File: src/rtl/rotary_encoder_setpoint_editor_top_assert.svh
// Assertion macros for the rotary encoder setpoint editor.
// Used by rotary_encoder_setpoint_editor_top; needs clk_i and rst_ni in scope.
`ifndef ROTARY_ENCODER_SETPOINT_EDITOR_TOP_ASSERT_SVH
`define ROTARY_ENCODER_SETPOINT_EDITOR_TOP_ASSERT_SVH

// Generic form: explicit clock and active-low reset.
`define RSE_ASSERT_CLK(label, clk, rst_n, prop, msg) \
  label: assert property (@(posedge clk) disable iff (!(rst_n)) (prop)) else $error(msg);

// Default form: the block's own clock and reset.
`define RSE_ASSERT(label, prop, msg) \
  `RSE_ASSERT_CLK(label, clk_i, rst_ni, prop, msg)

`endif

File: src/rtl/rse_pkg.sv
// Package for the rotary encoder setpoint editor: widths, codes, reset values.
// No dependencies.
package rse_pkg;

  localparam int POSITION_BITS_DEF = 16;
  localparam int FREQ_BITS_DEF     = 24;

  localparam int PINS_W     = 2;
  localparam int STEP_W     = 2;
  localparam int POS_OUT_W  = 16;
  localparam int FREQ_OUT_W = 24;
  localparam int DUTY_W     = 10;
  localparam int TARGET_W   = 2;
  localparam int CFG_IDX_W  = 3;
  localparam int CFG_DATA_W = 24;

  // Register map
  typedef enum logic [CFG_IDX_W-1:0] {
    CFG_EDIT_TARGET = 3'd0,
    CFG_FREQ_MIN    = 3'd1,
    CFG_FREQ_MAX    = 3'd2,
    CFG_DUTY_MIN    = 3'd3,
    CFG_DUTY_MAX    = 3'd4
  } cfg_idx_e;

  // Edit target codes; codes 2 and 3 edit nothing
  localparam logic [TARGET_W-1:0] EDIT_FREQ = 2'd0;
  localparam logic [TARGET_W-1:0] EDIT_DUTY = 2'd1;

  // Pin states, pin_a in bit 1, pin_b in bit 0
  localparam logic [PINS_W-1:0] PINS_LOW  = 2'b00;
  localparam logic [PINS_W-1:0] PINS_B_HI = 2'b01;
  localparam logic [PINS_W-1:0] PINS_A_HI = 2'b10;
  localparam logic [PINS_W-1:0] PINS_HIGH = 2'b11;

  // Step codes
  localparam logic signed [STEP_W-1:0] STEP_NONE = 2'sb00;
  localparam logic signed [STEP_W-1:0] STEP_UP   = 2'sb01;
  localparam logic signed [STEP_W-1:0] STEP_DOWN = 2'sb11;

  // Reset values
  localparam logic [FREQ_OUT_W-1:0] FREQ_MIN_RST  = 24'd1;
  localparam logic [FREQ_OUT_W-1:0] FREQ_MAX_RST  = 24'd10000000;
  localparam logic [DUTY_W-1:0]     DUTY_MIN_RST  = 10'd1;
  localparam logic [DUTY_W-1:0]     DUTY_MAX_RST  = 10'd1000;
  localparam logic [DUTY_W-1:0]     DUTY_VAL_RST  = 10'd501;
  localparam int                    FREQ_VAL_RST  = 2;

endpackage

File: src/rtl/rotary_encoder_setpoint_editor_top.sv
// Rotary encoder setpoint editor: one registered result per accepted pin sample;
// 1 sample per cycle unless the result channel stalls. Decode, position count and
// saturating setpoint update sit between the state and result registers.
// A sample is taken whenever the result register is empty or being drained.
// Async active-low reset: pins high, detent disarmed, position 0, frequency 2,
// duty 501, limits and edit target to their defaults, result register empty.
`include "rotary_encoder_setpoint_editor_top_assert.svh"

module rotary_encoder_setpoint_editor_top #(
  parameter int POSITION_BITS = rse_pkg::POSITION_BITS_DEF,
  parameter int FREQ_BITS     = rse_pkg::FREQ_BITS_DEF
) (
  input  logic                                  clk_i,
  input  logic                                  rst_ni,
  // configuration write channel
  input  logic                                  cfg_valid_i,
  output logic                                  cfg_ready_o,
  input  logic [rse_pkg::CFG_IDX_W-1:0]         cfg_index_i,
  input  logic [rse_pkg::CFG_DATA_W-1:0]        cfg_data_i,
  // pin sample channel
  input  logic                                  in_valid_i,
  output logic                                  in_stall_o,
  input  logic                                  pin_a_i,
  input  logic                                  pin_b_i,
  // result channel
  output logic                                  out_valid_o,
  input  logic                                  out_stall_i,
  output logic signed [rse_pkg::STEP_W-1:0]     step_o,
  output logic signed [rse_pkg::POS_OUT_W-1:0]  position_o,
  output logic [rse_pkg::FREQ_OUT_W-1:0]        frequency_setpoint_o,
  output logic [rse_pkg::DUTY_W-1:0]            duty_setpoint_o,
  output logic                                  value_changed_o
);
  import rse_pkg::*;

  localparam int FSW = FREQ_BITS + 2;
  localparam int DSW = DUTY_W + 2;

  // configuration registers
  logic [TARGET_W-1:0]   edit_target_q;
  logic [FREQ_OUT_W-1:0] freq_min_q, freq_max_q;
  logic [DUTY_W-1:0]     duty_min_q, duty_max_q;

  // decoder state
  logic [PINS_W-1:0]        last_q, last_d;
  logic                     armed_q, armed_d;
  logic [POSITION_BITS-1:0] pos_q, pos_d;
  logic [FREQ_BITS-1:0]     freq_q, freq_d;
  logic [DUTY_W-1:0]        duty_q, duty_d;

  // result register
  logic                     out_valid_q;
  logic signed [STEP_W-1:0] step_q;
  logic [POS_OUT_W-1:0]     pos_out_q;
  logic [FREQ_OUT_W-1:0]    freq_out_q;
  logic [DUTY_W-1:0]        duty_out_q;
  logic                     changed_out_q;

  logic                     acc;
  logic [PINS_W-1:0]        pins_now;
  logic                     moved, inc, dec, arm, detent;
  logic signed [FSW-1:0]    f_sum, f_hi, f_lo, f_delta;
  logic signed [DSW-1:0]    d_sum, d_hi, d_lo, d_delta;
  logic [FREQ_BITS-1:0]     f_sat;
  logic [DUTY_W-1:0]        d_sat;
  logic [31:0]              pos_ext;

  assign cfg_ready_o = 1'b1;

  always_ff @(posedge clk_i or negedge rst_ni) begin
    if (!rst_ni) begin
      edit_target_q <= EDIT_FREQ;
      freq_min_q    <= FREQ_MIN_RST;
      freq_max_q    <= FREQ_MAX_RST;
      duty_min_q    <= DUTY_MIN_RST;
      duty_max_q    <= DUTY_MAX_RST;
    end else if (cfg_valid_i && cfg_ready_o) begin
      case (cfg_idx_e'(cfg_index_i))
        CFG_EDIT_TARGET: edit_target_q <= cfg_data_i[TARGET_W-1:0];
        CFG_FREQ_MIN:    freq_min_q    <= cfg_data_i[FREQ_OUT_W-1:0];
        CFG_FREQ_MAX:    freq_max_q    <= cfg_data_i[FREQ_OUT_W-1:0];
        CFG_DUTY_MIN:    duty_min_q    <= cfg_data_i[DUTY_W-1:0];
        CFG_DUTY_MAX:    duty_max_q    <= cfg_data_i[DUTY_W-1:0];
        default: ;
      endcase
    end
  end

  // result register may refill in the cycle it drains
  assign in_stall_o = out_valid_q && out_stall_i;
  assign acc        = in_valid_i && !in_stall_o;

  assign pins_now = {pin_a_i, pin_b_i};
  assign moved    = pins_now != last_q;
  assign inc      = moved && pins_now == PINS_HIGH && last_q == PINS_A_HI && armed_q;
  assign dec      = moved && pins_now == PINS_HIGH && last_q == PINS_B_HI && armed_q;
  assign arm      = moved && (pins_now == PINS_A_HI || pins_now == PINS_B_HI)
                    && last_q == PINS_LOW && !armed_q;
  assign detent   = inc || dec;

  always_comb begin
    last_d  = pins_now;
    armed_d = moved ? arm : armed_q;
    pos_d   = pos_q;
    if (inc) begin
      pos_d = pos_q + POSITION_BITS'(1);
    end else if (dec) begin
      pos_d = pos_q - POSITION_BITS'(1);
    end
  end

  // saturating frequency step: ceiling check wins over floor
  always_comb begin
    f_delta = dec ? '1 : FSW'(1);
    f_sum   = signed'(FSW'(freq_q)) + f_delta;
    f_hi    = signed'(FSW'(freq_max_q));
    f_lo    = signed'(FSW'(freq_min_q));
    if (f_sum >= f_hi) begin
      f_sat = f_hi[FREQ_BITS-1:0];
    end else if (f_sum <= f_lo) begin
      f_sat = f_lo[FREQ_BITS-1:0];
    end else begin
      f_sat = f_sum[FREQ_BITS-1:0];
    end
    freq_d = (detent && edit_target_q == EDIT_FREQ) ? f_sat : freq_q;
  end

  always_comb begin
    d_delta = dec ? '1 : DSW'(1);
    d_sum   = signed'(DSW'(duty_q)) + d_delta;
    d_hi    = signed'(DSW'(duty_max_q));
    d_lo    = signed'(DSW'(duty_min_q));
    if (d_sum >= d_hi) begin
      d_sat = d_hi[DUTY_W-1:0];
    end else if (d_sum <= d_lo) begin
      d_sat = d_lo[DUTY_W-1:0];
    end else begin
      d_sat = d_sum[DUTY_W-1:0];
    end
    duty_d = (detent && edit_target_q == EDIT_DUTY) ? d_sat : duty_q;
  end

  always_ff @(posedge clk_i or negedge rst_ni) begin
    if (!rst_ni) begin
      last_q  <= PINS_HIGH;
      armed_q <= 1'b0;
      pos_q   <= '0;
      freq_q  <= FREQ_BITS'(FREQ_VAL_RST);
      duty_q  <= DUTY_VAL_RST;
    end else if (acc) begin
      last_q  <= last_d;
      armed_q <= armed_d;
      pos_q   <= pos_d;
      freq_q  <= freq_d;
      duty_q  <= duty_d;
    end
  end

  // position counter zero-extends or truncates onto the 16-bit field
  assign pos_ext = 32'(pos_d);

  always_ff @(posedge clk_i or negedge rst_ni) begin
    if (!rst_ni) begin
      out_valid_q <= 1'b0;
    end else if (acc) begin
      out_valid_q <= 1'b1;
    end else if (!out_stall_i) begin
      out_valid_q <= 1'b0;
    end
  end

  always_ff @(posedge clk_i) begin
    if (acc) begin
      step_q        <= inc ? STEP_UP : (dec ? STEP_DOWN : STEP_NONE);
      pos_out_q     <= pos_ext[POS_OUT_W-1:0];
      freq_out_q    <= freq_d[FREQ_OUT_W-1:0];
      duty_out_q    <= duty_d;
      changed_out_q <= detent;
    end
  end

  assign out_valid_o          = out_valid_q;
  assign step_o               = step_q;
  assign position_o           = signed'(pos_out_q);
  assign frequency_setpoint_o = freq_out_q;
  assign duty_setpoint_o      = duty_out_q;
  assign value_changed_o      = changed_out_q;

  `RSE_ASSERT(a_detent_needs_arm, acc && detent |-> armed_q, "detent counted while disarmed")
  `RSE_ASSERT(a_detent_disarms, acc && detent |=> !armed_q, "detent left the flag armed")
  `RSE_ASSERT(a_pos_up, acc && inc |=> (pos_q - $past(pos_q)) == POSITION_BITS'(1), "no inc")
  `RSE_ASSERT(a_stall_full, in_stall_o |-> out_valid_o, "input stalled with empty result register")
  `RSE_ASSERT(a_changed_step, out_valid_o |-> value_changed_o == (step_o != STEP_NONE), "flag")

endmodule

File: config.mk
export PLATFORM = sky130hd
export DESIGN_NAME = rotary_encoder_setpoint_editor_top
export DESIGN_NICKNAME = d
export VERILOG_FILES = /design/src/rtl/rse_pkg.sv /design/src/rtl/rotary_encoder_setpoint_editor_top.sv
export VERILOG_INCLUDE_DIRS = /design/src /design/src/rtl
export SDC_FILE = /design/constraint.sdc
export NUM_CORES = 1
export LEC_CHECK = 0
export BUFFER_PORTS_ARGS = -buffer_cell sky130_fd_sc_hd__clkbuf_2
export CAP_MARGIN = 30
export CORE_MARGIN = 8
export CORE_UTILIZATION = 66
export DETAILED_ROUTE_END_ITERATION = 12
export PLACE_DENSITY = 0.87
export SETUP_SLACK_MARGIN = 0.5
export SYNTH_ARGS = -nofsm -noshare
export SYNTH_HDL_FRONTEND = slang
export SYNTH_SLANG_ARGS = --single-unit
File: constraint.sdc
create_clock -name clk_i -period 13.35 [get_ports clk_i]
set_input_delay 1.335 -clock clk_i [delete_from_list [all_inputs] [get_ports clk_i]]
set_output_delay 1.335 -clock clk_i [all_outputs]
set_load 0.02 [all_outputs]
==> metrics.yaml <==
timing:
  worstMarginPinSlew_ns: 0.983
  setup_tns_ns: 0
  fin_ws_ns: 5.78
  drv_slew: 0
  relSlewSlack_pct: 34.4
  skew_ns: 0.0114
  hold_viol: 0
  period_needed_ns: 7.57
  fmax_ghz: 0.132
  setup_viol: 0
  rsz0062_at_grt: "no"
  whs_ns: 0.482
  fin_crit_sh_pct: 56.7
worst_setup_path:
  arrival_ns: 7.75
  worstSetupPathType: "primary input to register"
  path_common_cell: "a21oi_1"
  crit_path_end_kind: "register"
  slowest_delay_ns: 0.52
  critical_path_required_ns: 13.54
  crit_fanout: 44
  start_kind: "primary input"
  cpMaxStageDelayCell: "buf_4"
layout:
  final_nets: 1422
  fin_area_um2: 12700
  multi_input_area_um2: 6160
  fin_util_pct: 74.1
  fin_cells: 1518
  seq_area_um2: 4730
  diodes: 0
  drive_gt1_share_pct: 16.6
  area_delta_synth_final_pct: 10.9
  n_fill_cell: 1151
floorplan:
  num_rows: 48
  io_pins: 90
  die_x_um: 148
  fp.coreArea_um2: 17100
  die_area_um2: 21800
  die_h_um: 148
  initial_core_util_pct: 66.9
synthesis:
  synthCells: 1212
  async_reset_ff_share_pct: 70.1
  ys_ff_latch: 177
  syn_area_per_cell_um2: 9.45
  syn-num-nets: 1354
  yosysWarnings: 0
  synth_edf_count: 53
  synth_area_um2: 11400
  synth_ff_type: "dfrtp_1"
  ys_seq_area_share_pct: 41.3
  ys_types: 74
clocking:
  ctsHoldBuffers: 0
  clock_tree.buffer_depth: 2
  cts_buffers: 17
  ctsResizeCount: 0
  clockRootBuffer: "clkbuf_16"
  clkLatencyLatePin_ns: 0.44
  clkTransAtPathRegs_ns: 0.07
  cts_tree: "done"
  post_cts_buffers: 0
  clock-sinks: 177
  cts_htree_levels: 4
placed_design:
  globalplace.congestion: 0.933
  dpl.cell_count: 1485
  io_buffers: 88
  placedInstanceArea_um2: 12100
  place_hpwl_um: 20300
  place_ws_ns: 5.53
routing:
  viasPerCell: 6.28
  drt_first_pass_iters: 6
  wl_per_cell_um: 19.2
  wirelength_um: 29200
  drc: 0
  drtAntennaViolNets: 0
  detail_route.iter0.violations: 919
  vias: 9539
grt:
  busiest_layer: "met2"
  grtUsageMet2_pct: 43.6
  gr-usage-met3_pct: 5.29
  grt_pass1_wl_um: 47300
  gr-total-overflow: 0
  grt_pass1_vias: 9432
  track_usage_pct: 26.8
  antenna_found_initial: 0
  met1_usage_pct: 34.8
  grt_max_degree: 66
run:
  maxCapViolCount: 0
pwr:
  p_total_mw: 1.69
  power.leakage_nw: 5.92
  powerDensity_nw_per_um2: 133
  peakVddDrop_v: 0.000103
hold_path:
  hold_class: "register to register"
outcome:
  status: "finished, final reports clean"
## area by class of cell
cell class	count	area share, %
clock buffer	17	3.35
clock inverter	15	1.36
inverter	89	2.63
multi-input combinational	892	48.5
sequential	177	37.2
tap	225	2.22
timing repair buffer	103	4.68
## flip-flops by register name, indices dropped and copies added (netlist names), 2 cells and up
register              count
freq_max_q               24
freq_min_q               24
freq_q                   24
frequency_setpoint_o     24
pos_q                    16
position_o               16
duty_max_q               10
duty_min_q               10
duty_q                   10
duty_setpoint_o          10
edit_target_q             2
last_q                    2
step_o                    2
## worst max-delay path, delay by kind of cell
kind | cells | cell delay, ns
simple gates | 7 | 1.42
xor+xnor | 1 | 0.18
fa+ha+maj | 3 | 1.00
buf+inv | 4 | 1.59
compound gates | 10 | 2.23
## metal layers
metal	routed length [um]	part of all wire, %	vias up
li1	-	-	4464
met1	12200	42	4548
met2	13600	47	447
met3	2440	8.4	80
met4	874	3.0	0
met5	0	0	-
## cells in the final DEF, fill, tap and decap left out, types with 4 or more instances in the layout
cell type    n
a211oi_1     7
a21o_1      24
a21oi_1     49
a22oi_1     13
buf_4       12
clkbuf_16   17
clkbuf_2    87
dfrtp_1     98
dfstp_2     26
edfxtp_1    53
ha_1       106
inv_1       88
inv_6        5
mux2_2      24
mux2i_1     32
nand2_1    170
nand2b_1     9
nand3_1     59
nand4_1     12
nor2_1      49
nor2b_1      8
nor3_1      12
nor4_1       5
o211ai_1    33
o211ai_2     9
o21a_1      10
o21ai_0    109
o21ai_1     18
o31a_1       4
o31ai_1      7
o41ai_1      4
or2_2        5
xnor2_1     41
xor2_1      19
## path summary, 6_finish.rpt
kind,from,endpoint,slack [ns],depth (start not counted)
min in group asynchronous,rst_ni,freq_min_q[23],0.99,1
max,pin_a_i,frequency_setpoint_o[23],5.78,25
max in group asynchronous,rst_ni,freq_q[3],11.01,2
max reg2reg,last_q[0],frequency_setpoint_o[23],6.58,22
min,duty_q[6],duty_q[6],0.48,2
min reg2reg,duty_q[6],duty_q[6],0.48,2
## report_power, final
part,internal (mW),total (mW),switching (mW)
registers,0.651,0.711,0.0602
clock network,0.282,0.514,0.232
logic,0.178,0.466,0.289
## cell usage after synthesis (33+ instances only)
cell type  number  area [um2]
a21oi_1        49         245
nor2_1         50         188
ha_1          106        1330
nand2_1       170         638
inv_1          88         330
clkbuf_1       37         139
nand3_1        59         295
xnor2_1        41         359
o21ai_0       109         546
edfxtp_1       53        1590
o211ai_1       33         248
dfrtp_1        98        2450
## logic make-up (layout without fill, tap and decap cells)
| logic type | after synthesis | in the layout | synth area share [%] |
|---|---|---|---|
| fa+ha+maj | 108 | 108 | 11.9 |
| mux | 56 | 56 | 5.16 |
| compound gates | 315 | 315 | 17.8 |
| xor+xnor | 60 | 60 | 4.59 |
| flops | 177 | 177 | 41.3 |
| buf+inv | 143 | 224 | 5.05 |
| other cells | 1 | 1 | 0.0328 |
| simple gates | 352 | 352 | 14.1 |
(Power assumes the default switching activity.)
